<file path="src/design/msae_pkg.sv">
// Package for the mail sender address extractor: payload structs, the command
// word passed from the front end to the back end, back-end states and
// character constants. No dependencies.
`default_nettype none

package msae_pkg;

  // Input word: one header character or an end-of-line marker
  typedef struct packed {
    logic [7:0] ch;
    logic       line_end;
  } in_item_t;

  // Output word: one address character with the line summary
  typedef struct packed {
    logic [7:0] addr_char;
    logic       last;
    logic       empty_res;
    logic [7:0] other_count;
    logic       overflow;
  } out_item_t;

  // Main action of a command, carried out after any replayed letters
  typedef enum logic [1:0] {
    ACT_NONE,
    ACT_PUT,
    ACT_RESTART,
    ACT_EMIT
  } act_e;

  // Back-end sequencing: fetch, replay broken match letters, act, stream out
  typedef enum logic [2:0] {
    BK_FETCH,
    BK_REP_A,
    BK_REP_T,
    BK_ACT,
    BK_RD,
    BK_OUT
  } back_state_e;

  // Progress through the " at " match
  localparam logic [1:0] AT_NONE  = 2'd0;
  localparam logic [1:0] AT_SPACE = 2'd1;
  localparam logic [1:0] AT_A     = 2'd2;
  localparam logic [1:0] AT_AT    = 2'd3;

  // Command word; pend is the match progress whose letters are replayed first
  typedef struct packed {
    logic [1:0] pend;
    act_e       act;
    logic [7:0] chr;
    logic [7:0] count;
  } cmd_t;

  localparam int unsigned QDEPTH = 4;
  localparam int unsigned QPTR_W = $clog2(QDEPTH);
  localparam int unsigned QCNT_W = $clog2(QDEPTH + 1);

  localparam logic [7:0] CH_TAB    = 8'h09;
  localparam logic [7:0] CH_NL     = 8'h0A;
  localparam logic [7:0] CH_SPACE  = 8'h20;
  localparam logic [7:0] CH_QUOTE  = 8'h22;
  localparam logic [7:0] CH_LPAREN = 8'h28;
  localparam logic [7:0] CH_RPAREN = 8'h29;
  localparam logic [7:0] CH_COMMA  = 8'h2C;
  localparam logic [7:0] CH_LT     = 8'h3C;
  localparam logic [7:0] CH_GT     = 8'h3E;
  localparam logic [7:0] CH_AT     = 8'h40;
  localparam logic [7:0] CH_A      = 8'h61;
  localparam logic [7:0] CH_T      = 8'h74;
  localparam logic [7:0] CNT_MAX   = 8'hFF;

endpackage

`default_nettype wire

</file>
<file path="src/design/mail_sender_address_extractor_unit.sv">
// Top level of the mail sender address extractor: front end, command queue
// and back end. Depends on msae_pkg, msae_front, msae_queue and msae_back.
`default_nettype none

// Feed the characters of one From header line as input words, then a word
// with line_end set. The block skips parenthesised comments, copies quoted
// text verbatim, restarts the address on '<' or ',', stops after the '>'
// that closes an angle address, drops tab, newline and lone spaces, and turns
// " at " into '@'. The end-of-line word streams out the address one character
// per output word, with last on the final one; an empty address gives a
// single word with empty_res set. other_count carries the saturating number
// of '<' and '(' seen on the line, and overflow says that characters beyond
// ADDR_MAX were dropped. Timing: the front end parses a word in the cycle it
// is accepted and pushes a command into a four-entry queue, so input keeps
// flowing while the back end is busy or the output is stalled, until the queue
// is full. The back end fetches each command, replays the letters of a broken
// " at" match in a state per letter, since the address store has a single
// write port, then acts; an end-of-line command then emits each word by a
// store read and an output register load, which waits while the consumer
// stalls. No clearing pass is needed after reset.
module mail_sender_address_extractor_unit #(
  parameter int unsigned ADDR_MAX = 64
) (
  input  logic                clk_i,
  input  logic                rst_ni,
  input  logic                in_valid_i,
  output logic                in_ready_o,
  input  msae_pkg::in_item_t  in_data_i,
  output logic                out_valid_o,
  input  logic                out_ready_i,
  output msae_pkg::out_item_t out_data_o
);
  import msae_pkg::*;

  cmd_t push_cmd, pop_cmd;
  logic push, q_ready, q_valid, pop;

  // Parse characters and track line state
  msae_front u_front (
    .clk_i      (clk_i),
    .rst_ni     (rst_ni),
    .in_valid_i (in_valid_i),
    .in_ready_o (in_ready_o),
    .in_data_i  (in_data_i),
    .q_ready_i  (q_ready),
    .push_o     (push),
    .cmd_o      (push_cmd)
  );

  // Decouple parsing from store updates and output stalls
  msae_queue u_queue (
    .clk_i   (clk_i),
    .rst_ni  (rst_ni),
    .push_i  (push),
    .data_i  (push_cmd),
    .ready_o (q_ready),
    .valid_o (q_valid),
    .pop_i   (pop),
    .data_o  (pop_cmd)
  );

  // Apply commands to the address store and stream the address out
  msae_back #(
    .ADDR_MAX (ADDR_MAX)
  ) u_back (
    .clk_i       (clk_i),
    .rst_ni      (rst_ni),
    .q_valid_i   (q_valid),
    .q_data_i    (pop_cmd),
    .pop_o       (pop),
    .out_valid_o (out_valid_o),
    .out_ready_i (out_ready_i),
    .out_data_o  (out_data_o)
  );

endmodule

`default_nettype wire

</file>
<file path="src/design/msae_front.sv">
// Front end of the address extractor: parses each input word into a command.
// Depends on msae_pkg.
`default_nettype none

module msae_front (
  input  logic               clk_i,
  input  logic               rst_ni,
  input  logic               in_valid_i,
  output logic               in_ready_o,
  input  msae_pkg::in_item_t in_data_i,
  input  logic               q_ready_i,
  output logic               push_o,
  output msae_pkg::cmd_t     cmd_o
);
  import msae_pkg::*;

  logic       comment_q, comment_d;
  logic       angle_q, angle_d;
  logic       quote_q, quote_d;
  logic       stop_q, stop_d;
  logic [1:0] at_q, at_d;
  logic [7:0] cnt_q, cnt_d;
  logic [7:0] want;
  logic       handle;

  assign in_ready_o = q_ready_i;
  assign push_o     = in_valid_i && q_ready_i;

  always_comb begin
    comment_d = comment_q;
    angle_d   = angle_q;
    quote_d   = quote_q;
    stop_d    = stop_q;
    at_d      = at_q;
    cnt_d     = cnt_q;
    handle    = 1'b0;
    want      = CH_SPACE;
    cmd_o     = '{pend: AT_NONE, act: ACT_NONE, chr: in_data_i.ch, count: cnt_q};
    if (in_data_i.line_end) begin
      cmd_o.pend = at_q;
      cmd_o.act  = ACT_EMIT;
      comment_d  = 1'b0;
      angle_d    = 1'b0;
      quote_d    = 1'b0;
      stop_d     = 1'b0;
      at_d       = AT_NONE;
      cnt_d      = '0;
    end else begin
      handle = 1'b1;
      if (at_q != AT_NONE) begin
        case (at_q)
          AT_SPACE: want = CH_A;
          AT_A:     want = CH_T;
          default:  want = CH_SPACE;
        endcase
        if (in_data_i.ch == want) begin
          handle = 1'b0;
          if (at_q == AT_AT) begin
            cmd_o.act = ACT_PUT;
            cmd_o.chr = CH_AT;
            at_d      = AT_NONE;
          end else begin
            at_d = at_q + 2'd1;
          end
        end else begin
          // Miss: replay the matched letters, then treat the character normally
          at_d       = AT_NONE;
          cmd_o.pend = at_q;
        end
      end
      if (handle && !stop_q) begin
        if (comment_q) begin
          if (in_data_i.ch == CH_RPAREN) comment_d = 1'b0;
        end else if (angle_q && in_data_i.ch == CH_GT) begin
          stop_d = 1'b1;
        end else if (quote_q) begin
          if (in_data_i.ch == CH_QUOTE) quote_d = 1'b0;
          cmd_o.act = ACT_PUT;
        end else begin
          case (in_data_i.ch)
            CH_TAB, CH_NL: cmd_o.act = ACT_NONE;
            CH_SPACE: at_d = AT_SPACE;
            CH_LT: begin
              if (cnt_q != CNT_MAX) cnt_d = cnt_q + 8'd1;
              angle_d   = 1'b1;
              cmd_o.act = ACT_RESTART;
            end
            CH_LPAREN: begin
              if (cnt_q != CNT_MAX) cnt_d = cnt_q + 8'd1;
              comment_d = 1'b1;
            end
            CH_COMMA: cmd_o.act = ACT_RESTART;
            CH_QUOTE: begin
              quote_d   = 1'b1;
              cmd_o.act = ACT_PUT;
            end
            default: cmd_o.act = ACT_PUT;
          endcase
        end
      end
    end
  end

  always_ff @(posedge clk_i or negedge rst_ni) begin
    if (!rst_ni) begin
      comment_q <= 1'b0;
      angle_q   <= 1'b0;
      quote_q   <= 1'b0;
      stop_q    <= 1'b0;
      at_q      <= AT_NONE;
      cnt_q     <= '0;
    end else if (push_o) begin
      comment_q <= comment_d;
      angle_q   <= angle_d;
      quote_q   <= quote_d;
      stop_q    <= stop_d;
      at_q      <= at_d;
      cnt_q     <= cnt_d;
    end
  end

endmodule

`default_nettype wire

</file>
<file path="src/design/msae_queue.sv">
// Short command queue between the front and back ends of the extractor.
// Depends on msae_pkg.
`default_nettype none

module msae_queue (
  input  logic           clk_i,
  input  logic           rst_ni,
  input  logic           push_i,
  input  msae_pkg::cmd_t data_i,
  output logic           ready_o,
  output logic           valid_o,
  input  logic           pop_i,
  output msae_pkg::cmd_t data_o
);
  import msae_pkg::*;

  cmd_t              mem_q [QDEPTH];
  logic [QPTR_W-1:0] wr_ptr_q, rd_ptr_q;
  logic [QCNT_W-1:0] cnt_q;
  logic              do_push, do_pop;

  assign ready_o = (cnt_q != QCNT_W'(QDEPTH));
  assign valid_o = (cnt_q != '0);
  assign data_o  = mem_q[rd_ptr_q];
  assign do_push = push_i && ready_o;
  assign do_pop  = pop_i && valid_o;

  always_ff @(posedge clk_i) begin
    if (do_push) mem_q[wr_ptr_q] <= data_i;
  end

  always_ff @(posedge clk_i or negedge rst_ni) begin
    if (!rst_ni) begin
      wr_ptr_q <= '0;
      rd_ptr_q <= '0;
      cnt_q    <= '0;
    end else begin
      if (do_push) wr_ptr_q <= wr_ptr_q + QPTR_W'(1);
      if (do_pop)  rd_ptr_q <= rd_ptr_q + QPTR_W'(1);
      case ({do_push, do_pop})
        2'b10:   cnt_q <= cnt_q + QCNT_W'(1);
        2'b01:   cnt_q <= cnt_q - QCNT_W'(1);
        default: cnt_q <= cnt_q;
      endcase
    end
  end

`ifndef ASSERT_OFF
  a_cnt_bound: assert property (@(posedge clk_i) disable iff (!rst_ni)
    cnt_q <= QCNT_W'(QDEPTH))
    else $error("queue count beyond depth");
  a_no_push_full: assert property (@(posedge clk_i) disable iff (!rst_ni)
    push_i |-> ready_o)
    else $error("push into full queue");
  a_no_pop_empty: assert property (@(posedge clk_i) disable iff (!rst_ni)
    pop_i |-> valid_o)
    else $error("pop from empty queue");
`endif

endmodule

`default_nettype wire

</file>
<file path="src/design/msae_back.sv">
// Back end of the extractor: runs commands against the address store and
// streams the address out through an output register. Depends on msae_pkg.
`default_nettype none

module msae_back #(
  parameter int unsigned ADDR_MAX = 64
) (
  input  logic                clk_i,
  input  logic                rst_ni,
  input  logic                q_valid_i,
  input  msae_pkg::cmd_t      q_data_i,
  output logic                pop_o,
  output logic                out_valid_o,
  input  logic                out_ready_i,
  output msae_pkg::out_item_t out_data_o
);
  import msae_pkg::*;

  localparam int unsigned LEN_W = $clog2(ADDR_MAX + 1);
  localparam int unsigned IDX_W = $clog2(ADDR_MAX);

  back_state_e state_q, state_d;
  cmd_t        cmd_q, cmd_d;
  logic [LEN_W-1:0] len_q, len_d;
  logic [LEN_W-1:0] k_q, k_d, k_next;
  logic        drop_q, drop_d;
  logic        out_valid_q, out_valid_d;
  out_item_t   out_q, out_d;
  logic [7:0]  mem_q [ADDR_MAX];
  logic [7:0]  rd_data_q;
  logic        wr_en, rd_en, app_en;
  logic [7:0]  app_data;
  logic        slot_free, is_last;

  assign slot_free   = !out_valid_q || out_ready_i;
  assign k_next      = k_q + LEN_W'(1);
  assign is_last     = (len_q == '0) || (k_next == len_q);
  assign wr_en       = app_en && (len_q < LEN_W'(ADDR_MAX));
  assign out_valid_o = out_valid_q;
  assign out_data_o  = out_q;

  always_comb begin
    state_d     = state_q;
    cmd_d       = cmd_q;
    len_d       = len_q;
    k_d         = k_q;
    drop_d      = drop_q;
    out_valid_d = out_valid_q && !out_ready_i;
    out_d       = out_q;
    pop_o       = 1'b0;
    rd_en       = 1'b0;
    app_en      = 1'b0;
    app_data    = cmd_q.chr;
    case (state_q)
      BK_FETCH: begin
        if (q_valid_i) begin
          pop_o   = 1'b1;
          cmd_d   = q_data_i;
          state_d = (q_data_i.pend >= AT_A) ? BK_REP_A : BK_ACT;
        end
      end
      BK_REP_A: begin
        app_en   = 1'b1;
        app_data = CH_A;
        state_d  = (cmd_q.pend == AT_AT) ? BK_REP_T : BK_ACT;
      end
      BK_REP_T: begin
        app_en   = 1'b1;
        app_data = CH_T;
        state_d  = BK_ACT;
      end
      BK_ACT: begin
        state_d = BK_FETCH;
        case (cmd_q.act)
          ACT_PUT: app_en = 1'b1;
          ACT_RESTART: begin
            len_d  = '0;
            drop_d = 1'b0;
          end
          ACT_EMIT: begin
            k_d     = '0;
            state_d = BK_RD;
          end
          default: state_d = BK_FETCH;
        endcase
      end
      BK_RD: begin
        rd_en   = (len_q != '0);
        state_d = BK_OUT;
      end
      BK_OUT: begin
        // Hold the read data until the output register can take it
        if (slot_free) begin
          out_valid_d       = 1'b1;
          out_d.addr_char   = (len_q == '0) ? 8'd0 : rd_data_q;
          out_d.last        = is_last;
          out_d.empty_res   = (len_q == '0);
          out_d.other_count = cmd_q.count;
          out_d.overflow    = drop_q;
          if (is_last) begin
            len_d   = '0;
            drop_d  = 1'b0;
            state_d = BK_FETCH;
          end else begin
            k_d     = k_next;
            state_d = BK_RD;
          end
        end
      end
      default: state_d = BK_FETCH;
    endcase
    if (app_en) begin
      if (len_q < LEN_W'(ADDR_MAX)) len_d = len_q + LEN_W'(1);
      else drop_d = 1'b1;
    end
  end

  always_ff @(posedge clk_i) begin
    if (wr_en) mem_q[len_q[IDX_W-1:0]] <= app_data;
    if (rd_en) rd_data_q <= mem_q[k_q[IDX_W-1:0]];
  end

  always_ff @(posedge clk_i) begin
    cmd_q <= cmd_d;
    out_q <= out_d;
  end

  always_ff @(posedge clk_i or negedge rst_ni) begin
    if (!rst_ni) begin
      state_q     <= BK_FETCH;
      len_q       <= '0;
      k_q         <= '0;
      drop_q      <= 1'b0;
      out_valid_q <= 1'b0;
    end else begin
      state_q     <= state_d;
      len_q       <= len_d;
      k_q         <= k_d;
      drop_q      <= drop_d;
      out_valid_q <= out_valid_d;
    end
  end

`ifndef ASSERT_OFF
  a_len_bound: assert property (@(posedge clk_i) disable iff (!rst_ni)
    len_q <= LEN_W'(ADDR_MAX))
    else $error("address length beyond store size");
  a_rd_in_range: assert property (@(posedge clk_i) disable iff (!rst_ni)
    (state_q == BK_RD && len_q != '0) |-> (k_q < len_q))
    else $error("emit index beyond address length");
  a_last_clears: assert property (@(posedge clk_i) disable iff (!rst_ni)
    (state_q == BK_OUT && slot_free && is_last) |=> (len_q == '0 && !drop_q))
    else $error("store not cleared after last word");
`endif

endmodule

`default_nettype wire

</file>
<file path="config.mk">
export PLATFORM = sky130hd
export DESIGN_NAME = mail_sender_address_extractor_unit
export DESIGN_NICKNAME = d
export VERILOG_FILES = /design/src/design/msae_pkg.sv /design/src/design/mail_sender_address_extractor_unit.sv /design/src/design/msae_front.sv /design/src/design/msae_queue.sv /design/src/design/msae_back.sv
export SDC_FILE = /design/constraint.sdc
export NUM_CORES = 1
export LEC_CHECK = 0
export BUFFER_PORTS_ARGS = -buffer_cell sky130_fd_sc_hd__buf_2
export CAP_MARGIN = 20
export CORE_ASPECT_RATIO = 0.5
export CORE_UTILIZATION = 45
export CTS_CLUSTER_SIZE = 10
export DETAILED_ROUTE_END_ITERATION = 8
export PLACE_DENSITY = 0.72
export SLEW_MARGIN = 10
export SYNTH_ARGS = -nofsm -noshare
export SYNTH_HDL_FRONTEND = slang
export SYNTH_SLANG_ARGS = --single-unit
</file>
<file path="constraint.sdc">
create_clock -name clk_i -period 3.6 [get_ports clk_i]
set_input_delay 0.36 -clock clk_i [delete_from_list [all_inputs] [get_ports clk_i]]
set_output_delay 0.36 -clock clk_i [all_outputs]
set_load 0.02 [all_outputs]
</file>
==> out/metrics.yaml <==
outcome: "complete, no violations"
pwr-share-clk: 0.274
drc: 0
grt_overflow_total: 0
synth_top_family_by_area: "multiplexers"
design.core.area_sq_um: 59400
antenna_left: 0
cp.arrival_ps: 3340
routed.top_layer: "met4"
drive_above_1_share: 0.264
fp.dieH_um: 175
seqCellArea_sq_um: 20200
synth_nets: 1376
clock_skew_ps: 21.0
antenna_found_initial: 1
fillers: 4488
hpwl_mm: 35.6
timing.rr.end: "u_back.mem_q[38][5]"
ctsResizeCount: 0
switching_power_mw: 7.77
seq_area_frac_synth: 0.746
synth_mux_area_frac: 0.151
post_synth_num_cell_types: 65
r2r_start: "u_back.state_q[1]"
io_buffers: 33
numCtsBuffers: 78
wirelength_mm: 57.6
first_pass_iters: 6
grt_start_max_net_pins: 65
hold_path_end: "u_queue.mem_q[0][15]"
route.met2.wl_mm: 28.3
synthXorXnorAreaFrac: 0.00518
rsz0062_at_grt: "no"
start_util: 0.456
grt_pass1_wl_mm: 87.3
setup_violations: 0
clkSinkCount: 679
wl_met1_mm: 22.9
async_flop_share: 0.0589
hp-class: "input pin to flip-flop"
root_buffer: "clkbuf_16"
ir_worst_vdd_v: 0.000438
power_density_nw_per_um2: 819
avgSynthCellArea_sq_um: 20.1
period_minus_slack_ps: 3120
syn_to_final_growth_pct: 13.5
synth_compound_area_frac: 0.0271
max_slew_margin: 0.308
clockBufferDepth: 3
grt_pass1_vias: 13900
clkTransAtPathRegs_ps: 60
clkLatencyLatePin_ps: 610
placed_cell_area_sq_um: 28600
via_per_inst: 5.94
multiInputGateArea_sq_um: 6480
required_ps: 3820
met3_wirelength_mm: 4.90
worstHoldStart: "in_data_i[8]"
seqPwrFrac: 0.457
final_common_cell: "edfxtp_1"
dpl.cell_count: 2187
startpoint_type: "flip-flop"
r2r_cells: 5
cts_tree: "built"
wl_per_cell_um: 25.1
synth_flop_cell: "edfxtp_1"
gp_congestion: 0.858
hold_violations: 0
final_cell_mix: "edfxtp_1 (639), mux4_2 (180), nor2_1 (88)"
antenna_cells: 0
htree_levels: 3
dieArea_sq_um: 61200
synth_cells: 1349
comb_power_share: 0.269
vias: 13600
cap_violations: 0
finalCritPeriodShare: 0.867
worstSetupPathType: "flip-flop to flip-flop"
synth_seq_cells: 679
final_area_sq_um: 30700
hold_depth: 1
regToRegSetupSlack_ps: 480
netlist_area_sq_um: 27100
cp_max_fo: 12
slew_viol_final: 0
cp-end-kind: "flip-flop"
rows: 63
die_w_um: 349
swShare: 0.309
max_freq_mhz: 320
p_leak_nw: 9.75
nets: 1484
synthSimpleGateAreaFrac: 0.0468
intPower_mw: 17.4
io_pins: 34
totalNegativeSetupSlack_ps: 0
synth_edf_count: 639
drtIter0Drc: 1384
synth_fa_ha_area_frac: 0.00675
gr-usage-all-layers: 0.191
final_cells: 2295
worst_pin_slew_ps: 1040
ys_warn_count: 0
metal layers:
metal	GRT usage	vias to the layer above
met1	0.260	7099
met4	0.0563	0
met2	0.314	677
met5	0	-
met3	0.0408	105
li1	-	5750
area by class of cell:
| type | instances | share of cell area |
|---|---|---|
| clock buffer | 98 | 0.0666 |
| clock inverter | 8 | 0.00346 |
| inverter | 26 | 0.00358 |
| multi-input combinational | 569 | 0.211 |
| sequential | 679 | 0.657 |
| tap | 812 | 0.0331 |
| timing repair buffer | 103 | 0.0254 |
stage by stage:
stage	total power [mW]	setup slack, ps	util	hold WS, ps
4_1_cts	25.3	440	0.517	19.7
5_1_grt	26.1	217	0.518	46.0
2_1_floorplan	15.8	512	-	64.4
3_5_place_dp	18.4	454	0.481	410
3_3_place_gp	18.1	440	0.481	410
6_report	25.2	477	0.518	47.6
kinds of logic (layout without fill, tap and decap cells):
family / after synthesis / count (layout)
mux: 184 / 184
fa+ha+maj: 14 / 14
compound gates: 102 / 102
buf+inv: 101 / 235
simple gates: 253 / 253
xor+xnor: 16 / 16
flops: 679 / 679
worst max-delay path, stage by stage, from the launching register on:
cell,delay (ps)
dfrtp_1,580
nor2_1,160
nor4_1,340
buf_4,220
nand4_1,580
nor2_1,850
synthesized netlist by cell type (14+ instances only):
cell type  number  share of area
a21oi_1        17         0.0031
a22oi_1        22         0.0061
buf_1          17         0.0024
buf_2          19         0.0035
clkbuf_1       29         0.0040
dfrtp_1        40          0.037
edfxtp_1      639           0.71
inv_1          23         0.0032
mux4_2        180           0.15
nand2_1        34         0.0047
nand3_1        22         0.0041
nor2_1         90          0.012
nor3_1         15         0.0028
o21ai_0        14         0.0026
flip-flops by register name, summed over array words and instances, names as in the netlist, 2 cells and up:
| signal | cells |
|---|---|
| u_back.state_q | 3 |
| u_queue.mem_q | 80 |
| u_back.len_q | 7 |
| u_back.rd_data_q | 8 |
| u_queue.cnt_q | 3 |
| u_back.mem_q | 512 |
| u_front.at_q | 2 |
| u_back.cmd_q | 20 |
| u_queue.wr_ptr_q | 2 |
| u_back.out_data_o | 19 |
| u_queue.rd_ptr_q | 2 |
| u_front.cnt_q | 8 |
| u_back.k_q | 7 |
power by group through the flow:
stage	clock network [mW]	registers, mW	logic, mW
final	6.89	11.5	6.76
after global routing	7.29	11.6	7.20
after CTS	7.00	11.5	6.80
after detailed placement	0	11.7	6.76
after global placement	0	11.6	6.54
after floorplan	0	11.3	4.48
timing repair:
action                                 in CTS  in global routing
endpoints found under the hold margin      40                  0
buffers inserted                            0                  0
hold buffers                                1                  0
how the worst max path moves through the flow:
stage / from / end / slack [ps] / depth (start not counted)
after floorplan: u_back.state_q[2] / u_queue.cnt_q[2] / 510 / 9
after global placement: u_back.state_q[1] / u_back.mem_q[46][4] / 440 / 5
after detailed placement: u_back.state_q[1] / u_back.mem_q[14][3] / 450 / 5
after CTS: u_back.state_q[1] / u_back.mem_q[14][4] / 440 / 5
after global routing: u_back.state_q[1] / u_back.mem_q[46][5] / 220 / 5
final: u_back.state_q[1] / u_back.mem_q[38][5] / 480 / 5
No activity file was read; power rests on OpenSTA's default activity.
